==> config.mk <==
export PLATFORM = sky130hd
export DESIGN_NAME = gated_zero_skip_moving_average_unit
export DESIGN_NICKNAME = d
export VERILOG_FILES = /design/src/rtl/core/zsma_pkg.sv /design/src/rtl/core/zsma_queue.sv /design/src/rtl/core/zsma_front.sv /design/src/rtl/core/zsma_back.sv /design/src/rtl/core/gated_zero_skip_moving_average_unit.sv
export SDC_FILE = /design/constraint.sdc
export NUM_CORES = 2
export LEC_CHECK = 0
export BUFFER_PORTS_ARGS = -buffer_cell sky130_fd_sc_hd__buf_2
export CAP_MARGIN = 0
export CORE_MARGIN = 3
export CORE_UTILIZATION = 24
export CTS_BUF_LIST = sky130_fd_sc_hd__clkbuf_8
export DETAILED_ROUTE_END_ITERATION = 6
export PLACE_DENSITY = 0.43
export SLEW_MARGIN = 20
export SYNTH_ARGS = -nofsm -noshare
export SYNTH_HDL_FRONTEND = slang
export SYNTH_HIERARCHICAL = 1
export SYNTH_SLANG_ARGS = --single-unit
==> constraint.sdc <==
create_clock -name aclk -period 10.9 [get_ports aclk]
set_input_delay 0.545 -clock aclk [delete_from_list [all_inputs] [get_ports aclk]]
set_output_delay 0.545 -clock aclk [all_outputs]
set_load 0.05 [all_outputs]
==> src/rtl/core/zsma_pkg.sv <==
`timescale 1ns / 1ps

package zsma_pkg;

    // window geometry
    localparam int WINDOW_SIZE = 5;
    localparam int HALF_SPAN   = WINDOW_SIZE / 2;
    localparam int LINE_DEPTH  = 2 * HALF_SPAN + 1;

    // field widths
    localparam int SAMPLE_W   = 16;
    localparam int POS_W      = 12;
    localparam int BOUND_W    = POS_W + 1;
    localparam int DROP_W     = 8;
    localparam int MINV_W     = 3;
    localparam int CFG_IDX_W  = 2;
    localparam int CFG_DATA_W = 12;

    localparam int OFS_W  = $clog2(HALF_SPAN + 1);
    localparam int LAG_W  = $clog2(LINE_DEPTH);
    localparam int CNT_W  = $clog2(LINE_DEPTH + 1);
    localparam int SUM_W  = SAMPLE_W + $clog2(LINE_DEPTH);
    localparam int MAG_W  = SUM_W - 1;

    // reciprocal divide: q0 = (mag * floor(2^SH / n)) >> SH, off by at most one
    localparam int RECIP_SH  = MAG_W + 2;
    localparam int RECIP_W   = RECIP_SH + 1;
    localparam int PROD_W    = MAG_W + RECIP_W;
    localparam int RECIP_ONE = 1 << RECIP_SH;

    // job queue between front and back
    localparam int FIFO_DEPTH = 4;
    localparam int FIFO_AW    = $clog2(FIFO_DEPTH);

    // register reset values
    localparam logic [POS_W-1:0]  RST_FRAME_LEN  = 12'd1200;
    localparam logic [DROP_W-1:0] RST_DROP_COUNT = 8'd15;
    localparam logic [POS_W-1:0]  RST_BLOCK_LEN  = 12'd250;
    localparam logic [MINV_W-1:0] RST_MIN_VALID  = 3'd3;

    localparam int RST_START_I = (int'(RST_DROP_COUNT) < int'(RST_FRAME_LEN))
                                 ? int'(RST_DROP_COUNT) : int'(RST_FRAME_LEN);
    localparam int RST_STOP_I  = (RST_START_I + int'(RST_BLOCK_LEN) > int'(RST_FRAME_LEN))
                                 ? int'(RST_FRAME_LEN) : RST_START_I + int'(RST_BLOCK_LEN);
    localparam logic [BOUND_W-1:0] RST_BND_START = BOUND_W'(RST_START_I);
    localparam logic [BOUND_W-1:0] RST_BND_STOP  = BOUND_W'(RST_STOP_I);

    typedef enum logic [CFG_IDX_W-1:0] {
        REG_FRAME_LEN  = 2'd0,
        REG_DROP_COUNT = 2'd1,
        REG_BLOCK_LEN  = 2'd2,
        REG_MIN_VALID  = 2'd3
    } cfg_reg_t;

    typedef logic signed [SAMPLE_W-1:0] sample_t;

    typedef struct packed {
        logic [POS_W-1:0]  frame_len;
        logic [DROP_W-1:0] drop_count;
        logic [POS_W-1:0]  block_len;
        logic [MINV_W-1:0] min_valid;
    } cfg_t;

    // one classified sample: window snapshot and the positions it settles
    typedef struct packed {
        sample_t [LINE_DEPTH-1:0] line;      // index 0 newest
        logic [POS_W-1:0]         newest;
        logic [POS_W-1:0]         first_pos;
        logic [OFS_W-1:0]         last_ofs;
        logic                     frame_end;
    } job_t;

    function automatic logic [RECIP_W-1:0] recip_of(input logic [CNT_W-1:0] n);
        logic [RECIP_W-1:0] r;
        case (n)
            1:       r = RECIP_W'(RECIP_ONE / 1);
            2:       r = RECIP_W'(RECIP_ONE / 2);
            3:       r = RECIP_W'(RECIP_ONE / 3);
            4:       r = RECIP_W'(RECIP_ONE / 4);
            5:       r = RECIP_W'(RECIP_ONE / 5);
            6:       r = RECIP_W'(RECIP_ONE / 6);
            7:       r = RECIP_W'(RECIP_ONE / 7);
            8:       r = RECIP_W'(RECIP_ONE / 8);
            9:       r = RECIP_W'(RECIP_ONE / 9);
            default: r = '0;
        endcase
        return r;
    endfunction

endpackage

==> src/rtl/core/zsma_queue.sv <==
`timescale 1ns / 1ps

module zsma_queue import zsma_pkg::*; (
    input  logic aclk,
    input  logic aresetn,
    input  logic push,
    input  job_t push_data,
    input  logic pop,
    output job_t pop_data,
    output logic full,
    output logic not_empty
);

    job_t               slot_reg [FIFO_DEPTH];
    logic [FIFO_AW-1:0] wr_ptr_reg, rd_ptr_reg;
    logic [FIFO_AW:0]   fill_reg, fill_next;

    assign full      = (fill_reg == (FIFO_AW + 1)'(FIFO_DEPTH));
    assign not_empty = (fill_reg != '0);
    assign pop_data  = slot_reg[rd_ptr_reg];

    always_comb begin
        fill_next = fill_reg;
        if (push && !pop) begin
            fill_next = fill_reg + 1'b1;
        end else if (pop && !push) begin
            fill_next = fill_reg - 1'b1;
        end
    end

    always_ff @(posedge aclk) begin
        if (push) begin
            slot_reg[wr_ptr_reg] <= push_data;
        end
    end

    always_ff @(posedge aclk) begin
        if (!aresetn) begin
            wr_ptr_reg <= '0;
            rd_ptr_reg <= '0;
            fill_reg   <= '0;
        end else begin
            fill_reg <= fill_next;
            if (push) begin
                wr_ptr_reg <= (wr_ptr_reg == FIFO_AW'(FIFO_DEPTH - 1)) ? '0 : wr_ptr_reg + 1'b1;
            end
            if (pop) begin
                rd_ptr_reg <= (rd_ptr_reg == FIFO_AW'(FIFO_DEPTH - 1)) ? '0 : rd_ptr_reg + 1'b1;
            end
        end
    end

endmodule

==> src/rtl/core/zsma_front.sv <==
`timescale 1ns / 1ps

module zsma_front import zsma_pkg::*; (
    input  logic                aclk,
    input  logic                aresetn,
    input  cfg_t                cfg,
    input  logic                s_tvalid,
    output logic                s_tready,
    input  logic [SAMPLE_W-1:0] s_sample,
    input  logic                q_full,
    output logic                q_push,
    output job_t                q_data,
    output logic                idx_zero
);

    sample_t [LINE_DEPTH-1:0] line_reg, line_next;
    logic [POS_W-1:0]         idx_reg, idx_next;
    logic [POS_W:0]           idx_inc;
    logic [POS_W-1:0]         first_pos, ofs_diff;
    logic                     frame_end, accept, has_work;

    always_comb begin
        accept    = s_tvalid && !q_full;
        idx_inc   = (POS_W + 1)'(idx_reg) + (POS_W + 1)'(1);
        frame_end = (idx_inc >= {1'b0, cfg.frame_len});
        line_next = {line_reg[LINE_DEPTH-2:0], sample_t'(s_sample)};

        // normal step settles the sample HALF_SPAN back; frame end flushes the rest
        if (frame_end) begin
            first_pos = (idx_reg >= POS_W'(HALF_SPAN)) ? idx_reg - POS_W'(HALF_SPAN) : '0;
        end else begin
            first_pos = idx_reg - POS_W'(HALF_SPAN);
        end
        ofs_diff = frame_end ? idx_reg - first_pos : '0;
        has_work = frame_end || (idx_reg >= POS_W'(HALF_SPAN));
        idx_next = frame_end ? '0 : idx_inc[POS_W-1:0];
    end

    assign s_tready           = !q_full;
    assign q_push             = accept && has_work;
    assign q_data.line        = line_next;
    assign q_data.newest      = idx_reg;
    assign q_data.first_pos   = first_pos;
    assign q_data.last_ofs    = ofs_diff[OFS_W-1:0];
    assign q_data.frame_end   = frame_end;
    assign idx_zero           = (idx_reg == '0);

    always_ff @(posedge aclk) begin
        if (accept) begin
            line_reg <= line_next;
        end
    end

    always_ff @(posedge aclk) begin
        if (!aresetn) begin
            idx_reg <= '0;
        end else if (accept) begin
            idx_reg <= idx_next;
        end
    end

endmodule

==> src/rtl/core/zsma_back.sv <==
`timescale 1ns / 1ps

module zsma_back import zsma_pkg::*; (
    input  logic                aclk,
    input  logic                aresetn,
    input  cfg_t                cfg,
    input  logic                cfg_upd,
    input  logic                idx_zero,
    input  job_t                job,
    input  logic                job_valid,
    output logic                job_pop,
    output logic                m_tvalid,
    input  logic                m_tready,
    output logic [SAMPLE_W-1:0] m_filtered,
    output logic [POS_W-1:0]    m_position,
    output logic                m_tlast
);

    typedef struct packed {
        logic                     valid;
        logic                     fin;       // last position of its job
        logic [POS_W-1:0]         pos;
        logic [POS_W-1:0]         newest;
        logic [BOUND_W-1:0]       start;
        logic [BOUND_W-1:0]       stop;
        sample_t [LINE_DEPTH-1:0] line;
    } chk_t;

    typedef struct packed {
        logic                     valid;
        logic                     fire;
        logic                     fin;
        logic [POS_W-1:0]         pos;
        sample_t                  raw;
        logic signed [SUM_W-1:0]  sum;
        logic [CNT_W-1:0]         cnt;
        logic [MAG_W-1:0]         mag;
        logic                     neg;
        logic                     use_avg;
        logic [MAG_W-1:0]         quo;
    } tok_t;

    localparam int REM_W = MAG_W + CNT_W;

    // bound sequencer: one position a cycle while a job waits and the hold stage can advance
    logic [OFS_W-1:0]   ofs_reg;
    logic [BOUND_W-1:0] start_reg, stop_reg;
    logic [BOUND_W-1:0] fl13, drop13, fb_start, fb_sum, fb_stop;
    logic [BOUND_W-1:0] adv_sum, adv_start, tok_start, tok_sum, tok_stop;
    logic [POS_W-1:0]   cur_pos;
    logic               need_adv, issue, job_last, adv;

    always_comb begin
        fl13     = BOUND_W'(cfg.frame_len);
        drop13   = BOUND_W'(cfg.drop_count);
        fb_start = (drop13 < fl13) ? drop13 : fl13;
        fb_sum   = fb_start + BOUND_W'(cfg.block_len);
        fb_stop  = (fb_sum > fl13) ? fl13 : fb_sum;

        cur_pos   = job.first_pos + POS_W'(ofs_reg);
        need_adv  = ({1'b0, cur_pos} >= stop_reg);
        adv_sum   = stop_reg + drop13;
        adv_start = (adv_sum > fl13) ? fl13 : adv_sum;
        tok_start = need_adv ? adv_start : start_reg;
        tok_sum   = tok_start + BOUND_W'(cfg.block_len);
        tok_stop  = need_adv ? ((tok_sum > fl13) ? fl13 : tok_sum) : stop_reg;

        issue    = adv && job_valid;
        job_last = (ofs_reg == job.last_ofs);
    end

    assign job_pop = issue && job_last;

    always_ff @(posedge aclk) begin
        if (!aresetn) begin
            ofs_reg   <= '0;
            start_reg <= RST_BND_START;
            stop_reg  <= RST_BND_STOP;
        end else if (cfg_upd && idx_zero) begin
            start_reg <= fb_start;
            stop_reg  <= fb_stop;
        end else if (issue) begin
            if (job_last) begin
                ofs_reg <= '0;
                // frame end: next job starts a fresh frame
                start_reg <= job.frame_end ? fb_start : tok_start;
                stop_reg  <= job.frame_end ? fb_stop  : tok_stop;
            end else begin
                ofs_reg   <= ofs_reg + 1'b1;
                start_reg <= tok_start;
                stop_reg  <= tok_stop;
            end
        end
    end

    // ---------------- check stage: keep decision, window sum ----------------
    chk_t                    c_reg;
    tok_t                    d_reg, e_reg, f_reg, g_reg;
    tok_t                    d_next, e_next, f_next, g_next;
    logic [POS_W-1:0]        lag;
    logic [LAG_W-1:0]        lag_i;
    logic [BOUND_W-1:0]      span, keep_end, pos13;
    logic signed [SUM_W-1:0] sum_acc;
    logic [CNT_W-1:0]        cnt_acc;
    logic                    in_win;

    always_comb begin
        lag      = c_reg.newest - c_reg.pos;
        lag_i    = lag[LAG_W-1:0];
        pos13    = {1'b0, c_reg.pos};
        span     = c_reg.stop - c_reg.start;
        keep_end = (span > drop13) ? c_reg.stop - drop13 : c_reg.start;

        sum_acc = '0;
        cnt_acc = '0;
        for (int k = 0; k < LINE_DEPTH; k++) begin
            in_win = (POS_W'(k) <= c_reg.newest) && (k <= int'(lag_i) + HALF_SPAN)
                     && (k + HALF_SPAN >= int'(lag_i));
            if (in_win && (c_reg.line[k] != '0)) begin
                sum_acc = sum_acc + SUM_W'(c_reg.line[k]);
                cnt_acc = cnt_acc + CNT_W'(1);
            end
        end

        d_next         = '0;
        d_next.valid   = c_reg.valid;
        d_next.fin     = c_reg.fin;
        d_next.pos     = c_reg.pos;
        d_next.raw     = c_reg.line[lag_i];
        d_next.sum     = sum_acc;
        d_next.cnt     = cnt_acc;
        d_next.fire    = c_reg.valid && (pos13 >= c_reg.start) && (pos13 < keep_end)
                         && (c_reg.line[lag_i] != '0);
    end

    // ---------------- magnitude, divide, sign ----------------
    logic [PROD_W-1:0] prod;
    logic [REM_W-1:0]  back_prod, rem;
    logic [MAG_W:0]    quo_ext;
    logic [SAMPLE_W:0] avg_w;
    sample_t           tok_val;

    always_comb begin
        e_next         = d_reg;
        e_next.neg     = d_reg.sum[SUM_W-1];
        e_next.mag     = d_reg.sum[SUM_W-1] ? MAG_W'(-d_reg.sum) : MAG_W'(d_reg.sum);
        e_next.use_avg = (d_reg.cnt != '0) && (int'(d_reg.cnt) >= int'(cfg.min_valid));

        prod       = PROD_W'(e_reg.mag) * PROD_W'(recip_of(e_reg.cnt));
        f_next     = e_reg;
        f_next.quo = prod[RECIP_SH +: MAG_W];

        // reciprocal estimate is low by at most one
        back_prod  = REM_W'(f_reg.quo) * REM_W'(f_reg.cnt);
        rem        = REM_W'(f_reg.mag) - back_prod;
        g_next     = f_reg;
        g_next.quo = (rem >= REM_W'(f_reg.cnt)) ? f_reg.quo + 1'b1 : f_reg.quo;

        quo_ext = {1'b0, g_reg.quo};
        avg_w   = g_reg.neg ? (SAMPLE_W + 1)'(-quo_ext) : (SAMPLE_W + 1)'(quo_ext);
        tok_val = g_reg.use_avg ? sample_t'(avg_w[SAMPLE_W-1:0]) : g_reg.raw;
    end

    // ---------------- hold and output register ----------------
    logic                hold_valid_reg, hold_fin_reg;
    sample_t             hold_val_reg;
    logic [POS_W-1:0]    hold_pos_reg;
    logic                out_valid_reg, out_last_reg;
    sample_t             out_val_reg;
    logic [POS_W-1:0]    out_pos_reg;
    logic                o_free, tok_out, tok_end, hold_mv, hold_last;

    always_comb begin
        o_free    = !out_valid_reg || m_tready;
        adv       = !(hold_valid_reg && !o_free);
        tok_out   = g_reg.valid && g_reg.fire;
        tok_end   = g_reg.valid && g_reg.fin;
        // a held result leaves once we know whether it closes its step
        hold_mv   = o_free && hold_valid_reg && (hold_fin_reg || tok_out || tok_end);
        hold_last = hold_fin_reg || !tok_out;
    end

    always_ff @(posedge aclk) begin
        if (!aresetn) begin
            c_reg.valid    <= 1'b0;
            d_reg.valid    <= 1'b0;
            e_reg.valid    <= 1'b0;
            f_reg.valid    <= 1'b0;
            g_reg.valid    <= 1'b0;
        end else if (adv) begin
            c_reg.valid  <= issue;
            c_reg.fin    <= job_last;
            c_reg.pos    <= cur_pos;
            c_reg.newest <= job.newest;
            c_reg.start  <= tok_start;
            c_reg.stop   <= tok_stop;
            c_reg.line   <= job.line;
            d_reg        <= d_next;
            e_reg        <= e_next;
            f_reg        <= f_next;
            g_reg        <= g_next;
        end
    end

    always_ff @(posedge aclk) begin
        if (!aresetn) begin
            hold_valid_reg <= 1'b0;
            hold_fin_reg   <= 1'b0;
            out_valid_reg  <= 1'b0;
        end else begin
            if (adv && tok_out) begin
                hold_valid_reg <= 1'b1;
                hold_fin_reg   <= tok_end;
            end else if (hold_mv) begin
                hold_valid_reg <= 1'b0;
            end
            if (hold_mv) begin
                out_valid_reg <= 1'b1;
            end else if (m_tready) begin
                out_valid_reg <= 1'b0;
            end
        end
    end

    always_ff @(posedge aclk) begin
        if (adv && tok_out) begin
            hold_val_reg <= tok_val;
            hold_pos_reg <= g_reg.pos;
        end
        if (hold_mv) begin
            out_val_reg  <= hold_val_reg;
            out_pos_reg  <= hold_pos_reg;
            out_last_reg <= hold_last;
        end
    end

    assign m_tvalid   = out_valid_reg;
    assign m_filtered = out_val_reg;
    assign m_position = out_pos_reg;
    assign m_tlast    = out_last_reg;

endmodule

==> src/rtl/core/gated_zero_skip_moving_average_unit.sv <==
`timescale 1ns / 1ps
// Channel   Dir  Handshake          Payload
// s_        in   s_tvalid/s_tready  s_tdata[15:0] sample
// m_        out  m_tvalid/m_tready  m_tdata[15:0] filtered, [27:16] position; m_tlast
// cfg_      in   cfg_wr_en          cfg_index, cfg_wdata (no read-back)
//
// Input takes one sample a cycle while the job queue has room.
// The back end settles one frame position a cycle in its bound sequencer while
// not stalled, so a frame-end sample settles up to three positions there; others one or none.
// Results pass the queue, the c, d, e, f and g stage registers, hold and output to m_tvalid.
// aresetn is synchronous, active low; configuration registers return to their defaults.
// A stalled m_ side fills the hold stage, then the queue, then drops s_tready.

module gated_zero_skip_moving_average_unit import zsma_pkg::*; (
    input  logic                  aclk,
    input  logic                  aresetn,
    // sample request
    input  logic                  s_tvalid,
    output logic                  s_tready,
    input  logic [15:0]           s_tdata,    // [15:0] sample
    // result request
    output logic                  m_tvalid,
    input  logic                  m_tready,
    output logic [31:0]           m_tdata,    // [15:0] filtered, [27:16] position, zero pad
    output logic                  m_tlast,
    // register writes
    input  logic                  cfg_wr_en,
    input  logic [CFG_IDX_W-1:0]  cfg_index,
    input  logic [CFG_DATA_W-1:0] cfg_wdata
);

    // live register set
    logic [POS_W-1:0]  frame_len_reg;
    logic [DROP_W-1:0] drop_count_reg;
    logic [POS_W-1:0]  block_len_reg;
    logic [MINV_W-1:0] min_valid_reg;
    // registered write strobe: block bounds reload from the new values at frame start
    logic              cfg_upd_reg;
    cfg_t              cfg;

    job_t                q_in, q_out;
    logic                q_push, q_pop, q_full, q_not_empty;
    logic                idx_zero;
    logic [SAMPLE_W-1:0] filtered;
    logic [POS_W-1:0]    position;

    always_ff @(posedge aclk) begin
        if (!aresetn) begin
            frame_len_reg  <= RST_FRAME_LEN;
            drop_count_reg <= RST_DROP_COUNT;
            block_len_reg  <= RST_BLOCK_LEN;
            min_valid_reg  <= RST_MIN_VALID;
            cfg_upd_reg    <= 1'b0;
        end else begin
            cfg_upd_reg <= cfg_wr_en;
            if (cfg_wr_en) begin
                unique case (cfg_reg_t'(cfg_index))
                    REG_FRAME_LEN:  frame_len_reg  <= cfg_wdata[POS_W-1:0];
                    REG_DROP_COUNT: drop_count_reg <= cfg_wdata[DROP_W-1:0];
                    REG_BLOCK_LEN:  block_len_reg  <= cfg_wdata[POS_W-1:0];
                    REG_MIN_VALID:  min_valid_reg  <= cfg_wdata[MINV_W-1:0];
                endcase
            end
        end
    end

    assign cfg.frame_len  = frame_len_reg;
    assign cfg.drop_count = drop_count_reg;
    assign cfg.block_len  = block_len_reg;
    assign cfg.min_valid  = min_valid_reg;

    // front: frame counting, window line, job classification
    zsma_front u_front (
        .aclk     (aclk),
        .aresetn  (aresetn),
        .cfg      (cfg),
        .s_tvalid (s_tvalid),
        .s_tready (s_tready),
        .s_sample (s_tdata[SAMPLE_W-1:0]),
        .q_full   (q_full),
        .q_push   (q_push),
        .q_data   (q_in),
        .idx_zero (idx_zero)
    );

    // decouples the sample rate from frame-end flushes and output stalls
    zsma_queue u_queue (
        .aclk      (aclk),
        .aresetn   (aresetn),
        .push      (q_push),
        .push_data (q_in),
        .pop       (q_pop),
        .pop_data  (q_out),
        .full      (q_full),
        .not_empty (q_not_empty)
    );

    // back: block bounds, window average, reciprocal divide, tlast resolve
    zsma_back u_back (
        .aclk       (aclk),
        .aresetn    (aresetn),
        .cfg        (cfg),
        .cfg_upd    (cfg_upd_reg),
        .idx_zero   (idx_zero),
        .job        (q_out),
        .job_valid  (q_not_empty),
        .job_pop    (q_pop),
        .m_tvalid   (m_tvalid),
        .m_tready   (m_tready),
        .m_filtered (filtered),
        .m_position (position),
        .m_tlast    (m_tlast)
    );

    assign m_tdata = {4'b0000, position, filtered};

endmodule

==> results.py <==
metrics = {
    "sta": {
        "hold_viol_final": 0,
        "slew_headroom_pct": 18.6,
        "holdWs_ps": 99.4,
        "finalWorstSetupSlack_ps": 1150,
        "finalCriticalPeriod_ps": 9750,
        "worstMarginPinSlew_ps": 1210,
        "rsz0062_at_grt": "no",
        "clock_skew_ps": 75.7,
        "finalSetupTns_ps": 0,
        "fmax_mhz": 103,
        "fin_crit_sh_pct": 89.5,
        "report.final.slew_viol_count": 0,
        "finalSetupViolations": 0,
    },
    "layout": {
        "layout.nets": 5483,
        "largest_reg_flops": 428,
        "areaGrowthSynthToFinish_pct": 12.8,
        "final_cell_mix": "904 x edfxtp_1, 537 x inv_1, 387 x nand2_1",
        "final_common_cell": "edfxtp_1",
        "drive_above_1_share_pct": 11.5,
    },
    "routing": {
        "drc_errors": 0,
        "routed_wl_um": 158000,
        "via_per_inst": 4.45,
        "ant_nets": 0,
        "drtIter0Drc": 2410,
        "dr.pass1.iters": 6,
        "vias": 35900,
        "routedWlPerCell_um": 19.6,
    },
    "global_route": {
        "grt_max_degree": 72,
        "antenna_found_initial": 6,
        "grt_pass1_vias": 37100,
        "grt_pass1_wl_um": 239000,
        "grt_usage_pct": 12.5,
        "gr-total-overflow": 0,
    },
    "cts": {
        "ctsResizeCount": 0,
        "htreeDepth": 4,
        "cts_tree": "built",
        "clock_path_buffers": 3,
        "cts_buffers": 166,
        "clkLatencyLatePin_ps": 920,
        "clkTransAtPathRegs_ps": 60,
        "root_buffer": "clkbuf_8",
        "clock-sinks": 997,
    },
    "critical_path": {
        "crit_fanout": 44,
        "crit_arrival_ps": 10510,
        "critPathRequiredTime_ps": 11650,
        "slowest_delay_ps": 1070,
        "reg2reg_depth": 35,
        "end_kind": "flip-flop",
        "critPathKind": "flip-flop to flip-flop",
        "startpoint_type": "flip-flop",
        "r2r_slack_ps": 1150,
        "cp_slowest_cell": "o311ai_0",
        "r2r_end": "u_back/stop_reg[11]",
    },
    "min_path": {
        "worstHoldStart": "m_tready",
        "hp-class": "input pin to flip-flop",
        "holdPathEnd": "u_back/m_tvalid",
        "hold_path_depth": 3,
    },
    "die": {
        "die_h_um": 501,
        "design.die.area_um2": 251000,
        "die_w_um": 501,
        "rows": 181,
        "coreArea_um2": 243000,
        "start_util_pct": 24.1,
        "ios": 70,
    },
    "place": {
        "place.gp.congestion": 0.869,
        "place.port_buffers": 65,
        "dp_hpwl_um": 118000,
        "dp_slack_ps": 1350,
    },
    "synth": {
        "ys_types": 102,
        "yosysWarnings": 6,
        "synth-seq-area-share_pct": 49.3,
        "synth-main-ff-cell": "edfxtp_1",
        "syn-instance-count": 4589,
        "avgSynthCellArea_um2": 12.8,
        "synth-edff-count": 904,
        "synth-async-reset-ratio_pct": 0,
        "ys_ff_latch": 997,
        "netlist_area_um2": 58800,
    },
    "status": {
        "status": "completed",
    },
    "flow_run": {
        "cap_viol_max_count": 0,
    },
}
[kinds of logic (layout without fill, tap and decap cells)]
kind of cell	Yosys count	after routing	synth area share (%)
adders and majority gates	702	702	19.0
AOI/OAI and AO/OA	649	649	7.32
xor gates and xnor gates	213	213	3.22
and+or+nand+nor	1104	1104	9.42
muxes	262	262	7.07
buffers and inverters	660	937	4.58
DFF	997	997	49.3
other	2	14	0.0128
[Yosys cell counts, drive strengths merged, types with 91 or more instances]
master,instances,area (µm²)
ha,382,4780
mux4,117,2640
o21ai,126,634
a21oi,181,906
and2,93,584
fa,320,6410
clkbuf,112,422
xnor2,150,1310
mux2i,91,911
nor2,170,638
edfxtp,904,27100
dfxtp,93,1860
nand2,387,1450
inv,486,1820
[repair_timing]
item / CTS / global route
endpoints found under the hold margin: 113 / 0
setup buffers: 0 / 0
hold buffers: 35 / 0
[area by class of cell]
class / instances / area [µm²]
Multi-Input combinational cell: 2938 / 27200
Fill cell: 25000 / 177000
Clock inverter: 127 / 871
Clock buffer: 167 / 2300
Timing Repair Buffer: 157 / 1110
Antenna cell: 6 / 15.0
Sequential cell: 997 / 29000
Inverter: 486 / 1830
Tap cell: 3202 / 4010
[worst max path at each step]
| stage | startpoint | end | slack (ps) | cells past startpoint |
|---|---|---|---|---|
| floorplan | m_tready | u_back/c_reg[0] | 1080 | 3 |
| CTS | flip-flop | u_back/c_reg[90] | 1310 | 34 |
| finish | flip-flop | u_back/stop_reg[11] | 1150 | 35 |
| global placement | u_back/c_reg[106] | u_back/d_reg[59] | 1420 | 40 |
| detailed placement | u_back/c_reg[119] | u_back/d_reg[59] | 1350 | 38 |
| global route | u_back/c_reg[106] | u_back/d_reg[59] | 500 | 40 |
[through the flow]
stage,util [%],area [µm²],std cells
6_report,27.2,66300,8080
5_1_grt,27.2,66300,8079
4_1_cts,27.2,66300,8074
3_5_place_dp,25.8,62800,7745
3_3_place_gp,25.8,62800,7745
2_1_floorplan,-,58800,4595
[critical path: cells and delay by family (launching register included)]
kind | cells | cell delay (ps)
compound gates | 14 | 3890
xor+xnor | 2 | 450
fa+ha+maj | 5 | 1640
buf+inv | 2 | 300
flops | 1 | 570
mux | 3 | 940
simple gates | 9 | 1750
[per-layer routing]
layer  global-route usage [%]  wire, µm
met1                     18.6     79000
met2                     19.1     69900
met3                     1.72      6500
met4                     3.17      2760
met5                        0         0
Power is left out: the tool's default activity adds up to more than one toggle a clock period on the data nets, which glitch-free logic cannot reach.
